<file path="config.mk">
export PLATFORM = sky130hd
export DESIGN_NAME = arxc_key_regs
export DESIGN_NICKNAME = d
export VERILOG_FILES = /design/src/rtl/arxc_pkg.sv /design/src/rtl/arxc_key_regs.sv
export SDC_FILE = /design/constraint.sdc
export NUM_CORES = 1
export LEC_CHECK = 0
export BUFFER_PORTS_ARGS = -buffer_cell sky130_fd_sc_hd__buf_2
export CAP_MARGIN = 20
export CELL_PAD_IN_SITES_DETAIL_PLACEMENT = 1
export CELL_PAD_IN_SITES_GLOBAL_PLACEMENT = 2
export CORE_UTILIZATION = 35
export CTS_CLUSTER_SIZE = 30
export DETAILED_ROUTE_END_ITERATION = 16
export PLACE_DENSITY = 0.92
export SLEW_MARGIN = 15
export SYNTH_ARGS = -nofsm -noshare
export SYNTH_HDL_FRONTEND = slang
export SYNTH_SLANG_ARGS = --single-unit
</file>
<file path="constraint.sdc">
create_clock -name clock -period 7.1 [get_ports clock]
set_input_delay 1.065 -clock clock [delete_from_list [all_inputs] [get_ports clock]]
set_output_delay 1.065 -clock clock [all_outputs]
set_load 0.01 [all_outputs]
</file>
<file path="src/rtl/arxc_pkg.sv">
// ----------------------------------------------------------------------------
// arxc_pkg
// Shared types, constants and half-round mix functions of the ARX cipher.
// ----------------------------------------------------------------------------
package arxc_pkg;

   localparam int unsigned WORD_W       = 32;
   localparam int unsigned BLOCK_WORDS  = 8;
   localparam int unsigned KEY_REG_W    = 64;
   localparam int unsigned NUM_KEY_REGS = 8;
   localparam int unsigned KEY_IDX_W    = 3;
   localparam int unsigned CSR_IDX_W    = 4;

   // Register indexes of the configuration port
   localparam logic [CSR_IDX_W-1:0] CSR_KEY_IN_01  = 4'd0;
   localparam logic [CSR_IDX_W-1:0] CSR_KEY_IN_23  = 4'd1;
   localparam logic [CSR_IDX_W-1:0] CSR_KEY_IN_45  = 4'd2;
   localparam logic [CSR_IDX_W-1:0] CSR_KEY_IN_67  = 4'd3;
   localparam logic [CSR_IDX_W-1:0] CSR_KEY_OUT_01 = 4'd4;
   localparam logic [CSR_IDX_W-1:0] CSR_KEY_OUT_23 = 4'd5;
   localparam logic [CSR_IDX_W-1:0] CSR_KEY_OUT_45 = 4'd6;
   localparam logic [CSR_IDX_W-1:0] CSR_KEY_OUT_67 = 4'd7;

   // Direction codes
   localparam logic MODE_ENCRYPT = 1'b0;
   localparam logic MODE_DECRYPT = 1'b1;

   // Shift distances of the mix
   localparam int unsigned SH_H = 8;
   localparam int unsigned SH_A = 8;
   localparam int unsigned SH_B = 11;
   localparam int unsigned SH_C = 3;
   localparam int unsigned SH_D = 6;
   localparam int unsigned SH_E = 4;
   localparam int unsigned SH_F = 13;
   localparam int unsigned SH_G = 13;

   typedef logic [WORD_W-1:0]                word_type;
   typedef word_type [BLOCK_WORDS-1:0]       block_type;
   typedef logic [KEY_REG_W-1:0]             key_reg_type;

   typedef struct packed {
      logic      mode;
      block_type data;
   } item_type;

   typedef struct packed {
      logic                 valid;
      logic [CSR_IDX_W-1:0] index;
      key_reg_type          data;
   } csr_write_type;

   // Forward round, first four steps
   function automatic block_type fwd_half0(block_type v);
      word_type a, b, c, d, e, f, g, h;
      block_type r;
      a = v[0]; b = v[1]; c = v[2]; d = v[3];
      e = v[4]; f = v[5]; g = v[6]; h = v[7];
      a = a - e; f = f ^ (h >> SH_H);  h = h + a;
      b = b - f; g = g ^ (a << SH_A);  a = a + b;
      c = c - g; h = h ^ (b >> SH_B);  b = b + c;
      d = d - h; a = a ^ (c << SH_C);  c = c + d;
      r[0] = a; r[1] = b; r[2] = c; r[3] = d;
      r[4] = e; r[5] = f; r[6] = g; r[7] = h;
      return r;
   endfunction

   // Forward round, last four steps
   function automatic block_type fwd_half1(block_type v);
      word_type a, b, c, d, e, f, g, h;
      block_type r;
      a = v[0]; b = v[1]; c = v[2]; d = v[3];
      e = v[4]; f = v[5]; g = v[6]; h = v[7];
      e = e - a; b = b ^ (d >> SH_D);  d = d + e;
      f = f - b; c = c ^ (e << SH_E);  e = e + f;
      g = g - c; d = d ^ (f >> SH_F);  f = f + g;
      h = h - d; e = e ^ (g << SH_G);  g = g + h;
      r[0] = a; r[1] = b; r[2] = c; r[3] = d;
      r[4] = e; r[5] = f; r[6] = g; r[7] = h;
      return r;
   endfunction

   // Inverse round, first four steps
   function automatic block_type inv_half0(block_type v);
      word_type a, b, c, d, e, f, g, h;
      block_type r;
      a = v[0]; b = v[1]; c = v[2]; d = v[3];
      e = v[4]; f = v[5]; g = v[6]; h = v[7];
      g = g - h; e = e ^ (g << SH_G);  h = h + d;
      f = f - g; d = d ^ (f >> SH_F);  g = g + c;
      e = e - f; c = c ^ (e << SH_E);  f = f + b;
      d = d - e; b = b ^ (d >> SH_D);  e = e + a;
      r[0] = a; r[1] = b; r[2] = c; r[3] = d;
      r[4] = e; r[5] = f; r[6] = g; r[7] = h;
      return r;
   endfunction

   // Inverse round, last four steps
   function automatic block_type inv_half1(block_type v);
      word_type a, b, c, d, e, f, g, h;
      block_type r;
      a = v[0]; b = v[1]; c = v[2]; d = v[3];
      e = v[4]; f = v[5]; g = v[6]; h = v[7];
      c = c - d; a = a ^ (c << SH_C);  d = d + h;
      b = b - c; h = h ^ (b >> SH_B);  c = c + g;
      a = a - b; g = g ^ (a << SH_A);  b = b + f;
      h = h - a; f = f ^ (h >> SH_H);  a = a + e;
      r[0] = a; r[1] = b; r[2] = c; r[3] = d;
      r[4] = e; r[5] = f; r[6] = g; r[7] = h;
      return r;
   endfunction

endpackage

</file>
<file path="src/rtl/arxc_key_regs.sv">
// ----------------------------------------------------------------------------
// arxc_key_regs
// Whitening key register file; splits each register into two key words.
// ----------------------------------------------------------------------------
module arxc_key_regs
   import arxc_pkg::*;
(
   input  logic          clock,
   input  logic          reset,
   input  csr_write_type csr_wr,
   output block_type     key_in_words,
   output block_type     key_out_words
);

   key_reg_type key_ff [NUM_KEY_REGS];

   // Drop writes beyond the register list
   always_ff @(posedge clock) begin
      if (reset) begin
         for (int i = 0; i < NUM_KEY_REGS; i++) begin
            key_ff[i] <= '0;
         end
      end else if (csr_wr.valid && !csr_wr.index[CSR_IDX_W-1]) begin
         key_ff[csr_wr.index[KEY_IDX_W-1:0]] <= csr_wr.data;
      end
   end

   always_comb begin
      for (int i = 0; i < BLOCK_WORDS; i++) begin
         if (i % 2 == 1) begin
            key_in_words[i]  = key_ff[i / 2][KEY_REG_W-1:WORD_W];
            key_out_words[i] = key_ff[i / 2 + 4][KEY_REG_W-1:WORD_W];
         end else begin
            key_in_words[i]  = key_ff[i / 2][WORD_W-1:0];
            key_out_words[i] = key_ff[i / 2 + 4][WORD_W-1:0];
         end
      end
   end

endmodule

</file>
==> results.py <==
metrics = {
    "logic_synthesis": {
        "synth_cells": 1219,
        "ys_ff_latch": 512,
        "yosys-top-cells-area": "edfxtp_1 (79%), nor3_1 (11%), nor3_2 (5.2%)",
        "seq_area_frac_synth_pct": 79.5,
        "yosysUniqueCellTypes": 14,
        "synth.top_cell.area_share_pct": 79.5,
        "synth_top_area_cell": "edfxtp_1",
        "yosysWarningCount": 0,
        "synth_area_um2": 19300,
        "mappedNetlistNets": 1290,
        "avgSynthCellArea_um2": 15.9,
    },
    "routing": {
        "ant_nets": 0,
        "vias": 13200,
        "post_drt_wl_per_cell_um": 25.7,
        "drt_iter0_markers": 1098,
        "wl_mm": 64.5,
        "dr.pass1.iters": 5,
        "drcViolationCount": 0,
        "vias_per_cell": 5.29,
    },
    "cts": {
        "cts_resized": 0,
        "htreeDepth": 2,
        "cts_buffer_depth": 3,
        "cts_root_buffer": "clkbuf_16",
        "cts_num_sinks": 512,
        "path_clk_slew_ns": 0.06,
        "cts_setup_buffers": 0,
        "ctsHoldBuffers": 0,
        "numCtsBuffers": 55,
        "cts_tree": "built",
    },
    "sta": {
        "finalSetupViolCount": 0,
        "finalHoldViolations": 0,
        "worstMarginPinSlew_ns": 1.11,
        "period_needed_ns": 3.55,
        "max_freq_ghz": 0.281,
        "rsz0062_at_grt": "false",
        "post-route-period-util_pct": 50.1,
        "drv_slew": 0,
        "max_slew_margin_pct": 25.7,
        "hold_ws_ns": 0.981,
        "fin_setup_tns_ns": 0,
    },
    "finish": {
        "n_antenna_cell": 0,
        "final_cell_mix": "buf_2 (582), edfxtp_1 (512), nor3_1 (412)",
        "drive_above_1_share_pct": 43.7,
        "reg.largest.list": "key_ff: 512 flops",
        "finalNetCount": 1836,
        "fill_cells": 5600,
        "syn2layout_area_growth_pct": 27.5,
        "largest_register": "key_ff",
        "final_common_cell": "buf_2",
        "largest_reg_flops": 512,
    },
    "floorplanning": {
        "dieArea_um2": 56200,
        "rows": 85,
        "start_util_pct": 35.7,
        "dieHeight_um": 237,
        "die_w_um": 237,
        "coreArea_um2": 54200,
        "ios": 583,
    },
    "power": {
        "powerDensity_nw_per_um2": 282,
        "cellLeakagePower_nw": 8.61,
        "vdd_drop_max_mv": 0.179,
    },
    "global_route": {
        "track_usage_pct": 22.4,
        "grt_overflow": 0,
        "grt_antenna_before_repair": 0,
        "grt_pass1_vias": 13800,
        "grt_max_degree": 79,
        "grt_first_pass_wirelength_mm": 93.7,
    },
    "run": {
        "maxCapViolCount": 0,
    },
    "placed_design": {
        "place_congestion": 0.807,
        "io_buffers": 582,
        "hpwl_mm": 41.5,
    },
    "setup_path": {
        "slowest_delay_ns": 0.95,
        "endpoint_kind": "register",
        "cp_cell_sequence": "buf_2 > or4_4 > o21bai_4 > buf_4",
        "path_max_fanout": 60,
        "required_ns": 7.32,
        "cp_slowest_cell": "o21bai_4",
        "critPathLaunchType": "input pin",
        "path_class": "input pin to register",
        "arrival_ns": 3.78,
    },
    "hold_path": {
        "min_path_type": "input pin to register",
        "hold-path-cell-count": 3,
        "hold_end": "key_ff[3][55]$_SDFFCE_PN0P_",
        "min_from": "csr_wr[55]",
    },
    "run_status": {
        "status": "finished, final reports clean",
    },
}
Yosys cell counts (all sizes together):
| cell | number |
|---|---|
| clkinv | 64 |
| nor3 | 512 |
| edfxtp | 512 |
| nand4bb | 1 |
| nand2 | 1 |
| or4b | 2 |
| buf | 46 |
| nand2b | 1 |
| o21bai | 8 |
| or4 | 1 |
| clkbuf | 71 |
worst max path at each step:
stage	from	endpoint	slack [ns]	depth (start not counted)
after floorplan	csr_wr[67]	key_ff[0][0]$_SDFFCE_PN0P_	1.58	5
after global placement	reset	key_ff[4][12]$_SDFFCE_PN0P_	2.96	4
after detailed placement	reset	key_ff[4][31]$_SDFFCE_PN0P_	2.88	4
after CTS	reset	key_ff[4][31]$_SDFFCE_PN0P_	3.50	4
after global routing	reset	key_ff[0][32]$_SDFFCE_PN0P_	3.44	4
final	reset	key_ff[0][44]$_SDFFCE_PN0P_	3.55	4
layer usage:
metal | part of all wire, % | vias up | global-route usage [%]
li1 | - | 5711 | -
met1 | 39 | 6726 | 28.1
met2 | 50 | 664 | 37.6
met3 | 7.9 | 139 | 5.29
met4 | 3.5 | 0 | 8.80
met5 | 0 | - | 0
metrics by stage:
| step | setup slack [ns] | util [%] | instances | area, µm² | total power [mW] |
|---|---|---|---|---|---|
| floorplan | 1.58 | - | 1219 | 19300 | 3.89 |
| global placement | 2.96 | 42.1 | 2400 | 22900 | 4.19 |
| detailed placement | 2.88 | 42.2 | 2403 | 22900 | 4.21 |
| CTS | 3.50 | 45.4 | 2503 | 24600 | 7.00 |
| global route | 3.44 | 45.5 | 2504 | 24700 | 7.13 |
| finish | 3.55 | 45.5 | 2504 | 24700 | 6.94 |
where the power goes:
group          switching, mW  internal, mW
clock                   1.19          1.61
combinational          0.439         0.156
sequential            0.0570          3.50
total                   1.68          5.26
logic make-up after synthesis:
| logic type | Yosys count | share of synthesized area [%] |
|---|---|---|
| AOI/OAI and AO/OA | 8 | 0.311 |
| buffers and inverters | 181 | 4.11 |
| DFF | 512 | 79.5 |
| and+or+nand+nor | 518 | 16.1 |
layout make-up:
type / instances / area [µm²] / area share, %
tap: 696 / 871 / 3.53
clock inverter: 27 / 234 / 0.949
sequential: 512 / 15400 / 62.4
clock buffer: 73 / 1490 / 6.03
inverter: 64 / 240 / 0.974
multi-input combinational: 526 / 3300 / 13.4
timing repair buffer: 606 / 3140 / 12.7
critical path, delay by kind of cell:
family                 cells  cell delay [ns]
and+or+nand+nor            1             0.84
AOI/OAI and AO/OA          1             0.95
buffers and inverters      2             0.86
Note: power is estimated with default switching activity, not from simulation.
