<file path="src/rtl/arxc_pkg.sv">
// ----------------------------------------------------------------------------
// arxc_pkg
// Shared types, constants and half-round mix functions of the ARX cipher.
// ----------------------------------------------------------------------------
package arxc_pkg;

   localparam int unsigned WORD_W       = 32;
   localparam int unsigned BLOCK_WORDS  = 8;
   localparam int unsigned KEY_REG_W    = 64;
   localparam int unsigned NUM_KEY_REGS = 8;
   localparam int unsigned KEY_IDX_W    = 3;
   localparam int unsigned CSR_IDX_W    = 4;

   // Register indexes of the configuration port
   localparam logic [CSR_IDX_W-1:0] CSR_KEY_IN_01  = 4'd0;
   localparam logic [CSR_IDX_W-1:0] CSR_KEY_IN_23  = 4'd1;
   localparam logic [CSR_IDX_W-1:0] CSR_KEY_IN_45  = 4'd2;
   localparam logic [CSR_IDX_W-1:0] CSR_KEY_IN_67  = 4'd3;
   localparam logic [CSR_IDX_W-1:0] CSR_KEY_OUT_01 = 4'd4;
   localparam logic [CSR_IDX_W-1:0] CSR_KEY_OUT_23 = 4'd5;
   localparam logic [CSR_IDX_W-1:0] CSR_KEY_OUT_45 = 4'd6;
   localparam logic [CSR_IDX_W-1:0] CSR_KEY_OUT_67 = 4'd7;

   // Direction codes
   localparam logic MODE_ENCRYPT = 1'b0;
   localparam logic MODE_DECRYPT = 1'b1;

   // Shift distances of the mix
   localparam int unsigned SH_H = 8;
   localparam int unsigned SH_A = 8;
   localparam int unsigned SH_B = 11;
   localparam int unsigned SH_C = 3;
   localparam int unsigned SH_D = 6;
   localparam int unsigned SH_E = 4;
   localparam int unsigned SH_F = 13;
   localparam int unsigned SH_G = 13;

   typedef logic [WORD_W-1:0]                word_type;
   typedef word_type [BLOCK_WORDS-1:0]       block_type;
   typedef logic [KEY_REG_W-1:0]             key_reg_type;

   typedef struct packed {
      logic      mode;
      block_type data;
   } item_type;

   typedef struct packed {
      logic                 valid;
      logic [CSR_IDX_W-1:0] index;
      key_reg_type          data;
   } csr_write_type;

   // Forward round, first four steps
   function automatic block_type fwd_half0(block_type v);
      word_type a, b, c, d, e, f, g, h;
      block_type r;
      a = v[0]; b = v[1]; c = v[2]; d = v[3];
      e = v[4]; f = v[5]; g = v[6]; h = v[7];
      a = a - e; f = f ^ (h >> SH_H);  h = h + a;
      b = b - f; g = g ^ (a << SH_A);  a = a + b;
      c = c - g; h = h ^ (b >> SH_B);  b = b + c;
      d = d - h; a = a ^ (c << SH_C);  c = c + d;
      r[0] = a; r[1] = b; r[2] = c; r[3] = d;
      r[4] = e; r[5] = f; r[6] = g; r[7] = h;
      return r;
   endfunction

   // Forward round, last four steps
   function automatic block_type fwd_half1(block_type v);
      word_type a, b, c, d, e, f, g, h;
      block_type r;
      a = v[0]; b = v[1]; c = v[2]; d = v[3];
      e = v[4]; f = v[5]; g = v[6]; h = v[7];
      e = e - a; b = b ^ (d >> SH_D);  d = d + e;
      f = f - b; c = c ^ (e << SH_E);  e = e + f;
      g = g - c; d = d ^ (f >> SH_F);  f = f + g;
      h = h - d; e = e ^ (g << SH_G);  g = g + h;
      r[0] = a; r[1] = b; r[2] = c; r[3] = d;
      r[4] = e; r[5] = f; r[6] = g; r[7] = h;
      return r;
   endfunction

   // Inverse round, first four steps
   function automatic block_type inv_half0(block_type v);
      word_type a, b, c, d, e, f, g, h;
      block_type r;
      a = v[0]; b = v[1]; c = v[2]; d = v[3];
      e = v[4]; f = v[5]; g = v[6]; h = v[7];
      g = g - h; e = e ^ (g << SH_G);  h = h + d;
      f = f - g; d = d ^ (f >> SH_F);  g = g + c;
      e = e - f; c = c ^ (e << SH_E);  f = f + b;
      d = d - e; b = b ^ (d >> SH_D);  e = e + a;
      r[0] = a; r[1] = b; r[2] = c; r[3] = d;
      r[4] = e; r[5] = f; r[6] = g; r[7] = h;
      return r;
   endfunction

   // Inverse round, last four steps
   function automatic block_type inv_half1(block_type v);
      word_type a, b, c, d, e, f, g, h;
      block_type r;
      a = v[0]; b = v[1]; c = v[2]; d = v[3];
      e = v[4]; f = v[5]; g = v[6]; h = v[7];
      c = c - d; a = a ^ (c << SH_C);  d = d + h;
      b = b - c; h = h ^ (b >> SH_B);  c = c + g;
      a = a - b; g = g ^ (a << SH_A);  b = b + f;
      h = h - a; f = f ^ (h >> SH_H);  a = a + e;
      r[0] = a; r[1] = b; r[2] = c; r[3] = d;
      r[4] = e; r[5] = f; r[6] = g; r[7] = h;
      return r;
   endfunction

endpackage

</file>
<file path="src/rtl/arxc_half_round.sv">
// ----------------------------------------------------------------------------
// arxc_half_round
// One registered pipeline stage: half of a forward or inverse round.
// ----------------------------------------------------------------------------
module arxc_half_round
   import arxc_pkg::*;
#(
   parameter bit HALF = 1'b0
)
(
   input  logic     clock,
   input  logic     reset,
   input  logic     in_valid,
   input  item_type in_item,
   output logic     out_valid,
   output item_type out_item
);

   logic     valid_ff;
   item_type item_ff;
   item_type item_in;

   always_comb begin
      item_in.mode = in_item.mode;
      if (in_item.mode == MODE_DECRYPT) begin
         item_in.data = HALF ? inv_half1(in_item.data) : inv_half0(in_item.data);
      end else begin
         item_in.data = HALF ? fwd_half1(in_item.data) : fwd_half0(in_item.data);
      end
   end

   always_ff @(posedge clock) begin
      if (reset) begin
         valid_ff <= 1'b0;
      end else begin
         valid_ff <= in_valid;
      end
   end

   // Payload advances every cycle; valid marks it
   always_ff @(posedge clock) begin
      item_ff <= item_in;
   end

   assign out_valid = valid_ff;
   assign out_item  = item_ff;

endmodule

</file>
<file path="config.mk">
export PLATFORM = sky130hd
export DESIGN_NAME = arxc_half_round
export DESIGN_NICKNAME = d
export VERILOG_FILES = /design/src/rtl/arxc_pkg.sv /design/src/rtl/arxc_half_round.sv
export SDC_FILE = /design/constraint.sdc
export NUM_CORES = 2
export LEC_CHECK = 0
export BUFFER_PORTS_ARGS = -buffer_cell sky130_fd_sc_hd__buf_2
export CORE_ASPECT_RATIO = 2
export CORE_MARGIN = 4
export CORE_UTILIZATION = 55
export CTS_BUF_LIST = sky130_fd_sc_hd__clkbuf_8 sky130_fd_sc_hd__clkbuf_16
export CTS_CLUSTER_DIAMETER = 50
export DETAILED_ROUTE_END_ITERATION = 8
export PLACE_DENSITY = 0.78
export SLEW_MARGIN = 20
export SYNTH_ARGS = -nofsm -noshare
export SYNTH_HDL_FRONTEND = slang
export SYNTH_SLANG_ARGS = --single-unit
</file>
<file path="constraint.sdc">
create_clock -name clock -period 12.41 [get_ports clock]
set_clock_uncertainty 0.2 [all_clocks]
set_input_delay 1.241 -clock clock [delete_from_list [all_inputs] [get_ports clock]]
set_output_delay 1.241 -clock clock [all_outputs]
set_load 0.1 [all_outputs]
</file>
==> impl_table.tex <==
\begin{tabular}{lr}
\hline
Metric & Value \\
\hline
\multicolumn{2}{l}{\textbf{Global routing}} \\
Overall global routing resource usage & 0.5273 \\
Grt total ovfl & 0 \\
Wire length of the first global-routing pass & 251100 microns \\
Maximum number of pins on one net before global-route repair & roughly 180 \\
Vias in the first global route & roughly 36000 \\
Antenna violations before repair & 12 \\
\multicolumn{2}{l}{\textbf{Worst setup path}} \\
Cell mode on critical path & sky130\_fd\_sc\_hd\_\_inv\_1 \\
Slowest stage delay, CP & 820 ps \\
Cell at the slowest stage of the critical path & sky130\_fd\_sc\_hd\_\_xor2\_1 \\
Critical Path RT & 12730 ps \\
Kind of cell adding the most delay to the critical path & compound AO/OA/AOI/OAI gates \\
Biggest fanout along the worst timing path & 7 \\
Type of element capturing the critical path & register \\
CP Data Arrival Time & 11460 ps \\
Buffers and inverters on the worst path & 7 \\
Worst Setup Path Type & in2reg \\
Startpoint Class & primary input \\
\multicolumn{2}{l}{\textbf{Clock network}} \\
H-tree depth & 1 \\
Number of clock sinks seen by CTS & 258 \\
CTS Root Cell & sky130\_fd\_sc\_hd\_\_clkbuf\_16 \\
Gates resized, CTS repair & 0 \\
Count of buffers added by post-CTS timing repair for setup & 0 \\
Clock tree from TritonCTS & built \\
Clock Pin Slew Worst Setup and Hold Paths & 70 ps \\
Cts bufs inserted & 30 \\
Maximum clock path buffer count & 3 \\
CTS hold repair buffers & 0 \\
\multicolumn{2}{l}{\textbf{Yosys}} \\
Synth Instances & 4289 \\
Library cells used by synthesis & 100 \\
Syn\_nets & around 5100 \\
Proportion of register bits with asynchronous set or reset after synthesis & 0 \\
Post-synthesis register bit count & 258 \\
Commonest register cell after synthesis & sky130\_fd\_sc\_hd\_\_dfxtp\_1 \\
Warning count from the yosys run & 0 \\
Share of synthesized area occupied by flip-flops and latches & 0.1556 \\
Number of enable-type register cells in the synthesized netlist & 0 \\
Synthesized area per cell & 7.738 sq um \\
Summed instance area of the synthesized netlist & 0.03319 sq mm \\
\multicolumn{2}{l}{\textbf{Status}} \\
Status & finished, final reports clean \\
\multicolumn{2}{l}{\textbf{Route}} \\
DRC Markers & 0 \\
DRT antenna net count & 0 \\
Initial drt markers & 3753 \\
Average wire per cell in the routed design & between 30 and 40 microns \\
Mean number of vias per cell & $\sim$6.5 \\
DR pass1 iterations & 7 \\
Final WL & roughly 170000 microns \\
Total number of vias & 36710 \\
\multicolumn{2}{l}{\textbf{Finish}} \\
Post-layout nets & 5619 \\
Fillers & 5550 \\
Area Growth Syn to Fin & 15.68\% \\
Share of cells above drive strength 1 & 0.1582 \\
\multicolumn{2}{l}{\textbf{Timing}} \\
Summed negative setup slack over all endpoints & 0 ps \\
Relative slew margins & 0.1094 \\
Final Max Slew Viols & 0 \\
Slew at the pin closest to its max-slew limit & 1326 ps \\
Final-report setup violation count & 0 \\
Ratio of final minimum period to clock period & 0.8977 \\
Final worst hold slack & approximately 560 ps \\
Unrepaired setup endpoints after global routing & false \\
Max frequency & approximately 90 MHz \\
Endpoints failing hold & 0 \\
Worst-case setup margin in the final layout & approximately 1300 ps \\
Min Clock Period, post-route & $\sim$11000 ps \\
\multicolumn{2}{l}{\textbf{Floorplanning}} \\
Number of core rows & between 100 and 150 \\
Initial core utilization & 0.5540 \\
Area inside the core boundary & 0.05991 sq mm \\
Top-level I/O count & 518 \\
Horizontal extent of the die & 181.7 microns \\
Area of the die & 0.06458 sq mm \\
Vert. Die Dim & around 360 microns \\
\multicolumn{2}{l}{\textbf{Placed design}} \\
Total of buffers placed on input and output ports & 517 \\
Post-detail-place hpwl & $\sim$140000 microns \\
Dpl ws & 927.1 ps \\
Final weighted congestion in routability-driven placement & 1.111 \\
\multicolumn{2}{l}{\textbf{Job}} \\
Max Cap Viol & 0 \\
\multicolumn{2}{l}{\textbf{Worst hold path}} \\
Path category of the worst min-delay check & in2reg \\
\hline
\end{tabular}
[worst paths after layout]
kind,startpoint,to,slack (ps),cells past startpoint
setup / recovery,in_item[192],out_item[57],1270,44
hold / removal,reset,out_valid,560,2
[kinds of logic (layout without fill, tap and decap cells)]
family	after synthesis	count (layout)	share of synthesized area
flip-flops	258	258	0.1556
XOR/XNOR	614	614	0.1681
buffers and inverters	416	1002	0.04743
adder cells (fa/ha/maj)	508	508	0.1949
AO/OA/AOI/OAI	1296	1296	0.2502
other	0	10	0
multiplexers	66	66	0.02149
AND/OR/NAND/NOR	1131	1131	0.1623
[synth_stat cells, types with 30 or more instances]
library cell	number	area (sq um)
sky130_fd_sc_hd__a211oi_1	30	225.2
sky130_fd_sc_hd__a21o_1	140	1051
sky130_fd_sc_hd__a21oi_1	357	1787
sky130_fd_sc_hd__a31oi_1	46	287.8
sky130_fd_sc_hd__and2_1	43	269.0
sky130_fd_sc_hd__and3_1	44	275.3
sky130_fd_sc_hd__clkbuf_1	47	176.4
sky130_fd_sc_hd__dfxtp_1	258	5165
sky130_fd_sc_hd__ha_1	489	6118
sky130_fd_sc_hd__inv_1	346	1299
sky130_fd_sc_hd__mux2_2	42	473.0
sky130_fd_sc_hd__nand2_1	287	1077
sky130_fd_sc_hd__nand2b_1	56	350.3
sky130_fd_sc_hd__nand3_1	69	345.3
sky130_fd_sc_hd__nor2_1	334	1254
sky130_fd_sc_hd__nor2b_1	49	306.5
sky130_fd_sc_hd__nor3_1	104	520.5
sky130_fd_sc_hd__o21a_1	78	585.6
sky130_fd_sc_hd__o21ai_0	313	1567
sky130_fd_sc_hd__o21bai_1	66	495.5
sky130_fd_sc_hd__or3_1	53	331.6
sky130_fd_sc_hd__xnor2_1	438	3836
sky130_fd_sc_hd__xor2_1	161	1410
[registers in the layout, summed over array words and instances (netlist names)]
signal and cells:
out_valid 1, out_item 257
[placed cells by master, fill, tap and decap left out, types with 18 or more instances in the layout]
| master | count |
|---|---|
| sky130_fd_sc_hd__mux2i_1 | 24 |
| sky130_fd_sc_hd__buf_4 | 81 |
| sky130_fd_sc_hd__nand2_1 | 287 |
| sky130_fd_sc_hd__a21oi_1 | 357 |
| sky130_fd_sc_hd__o31ai_1 | 29 |
| sky130_fd_sc_hd__a21boi_0 | 25 |
| sky130_fd_sc_hd__mux2_2 | 42 |
| sky130_fd_sc_hd__ha_1 | 489 |
| sky130_fd_sc_hd__nor2_1 | 333 |
| sky130_fd_sc_hd__o21bai_1 | 66 |
| sky130_fd_sc_hd__or2_2 | 26 |
| sky130_fd_sc_hd__and3_1 | 44 |
| sky130_fd_sc_hd__o211ai_1 | 29 |
| sky130_fd_sc_hd__a21o_1 | 140 |
| sky130_fd_sc_hd__a211oi_1 | 30 |
| sky130_fd_sc_hd__and2_1 | 43 |
| sky130_fd_sc_hd__buf_2 | 516 |
| sky130_fd_sc_hd__nand4_1 | 18 |
| sky130_fd_sc_hd__inv_1 | 348 |
| sky130_fd_sc_hd__xnor2_1 | 430 |
| sky130_fd_sc_hd__o21a_1 | 78 |
| sky130_fd_sc_hd__nand3_1 | 69 |
| sky130_fd_sc_hd__or3_1 | 53 |
| sky130_fd_sc_hd__nand2b_1 | 56 |
| sky130_fd_sc_hd__nor3_1 | 104 |
| sky130_fd_sc_hd__a31oi_1 | 46 |
| sky130_fd_sc_hd__o21ai_0 | 312 |
| sky130_fd_sc_hd__clkbuf_16 | 30 |
| sky130_fd_sc_hd__dfxtp_1 | 258 |
| sky130_fd_sc_hd__xor2_1 | 155 |
| sky130_fd_sc_hd__nor2b_1 | 49 |
[per-stage QoR]
stage / instances / util / area, sq um
floorplan: 4289 / - / 33190
global placement: 5593 / 0.6195 / 37110
detailed placement: 5593 / 0.6195 / 37110
CTS: 5646 / 0.6380 / 38220
global route: 5649 / 0.6405 / 38370
finish: 5659 / 0.6409 / 38390
[final cells by class]
type	count	area [sq um]	share of cell area
diodes	10	25.02	0.0006518
clock buffers	32	778.2	0.02027
clock inverters	21	327.8	0.008538
inverters	347	1305	0.03399
multi-input cells	3615	26570	0.6919
flip-flops and latches	258	5165	0.1345
well taps	774	968.4	0.02522
repair buffers	602	3259	0.08489
[per-layer routing]
metal  vias to the layer above  track usage  share of wire
met2                      2393       0.8397           0.44
met4                        10       0.6523           0.18
met5                         -    0.0007692        0.00040
met1                     16670       0.4703           0.29
met3                      1189       0.1758          0.090
li1                      16450            -              -
Power is not shown: default switching activity piles up to over one toggle a cycle in this logic, so the estimate is an artifact.
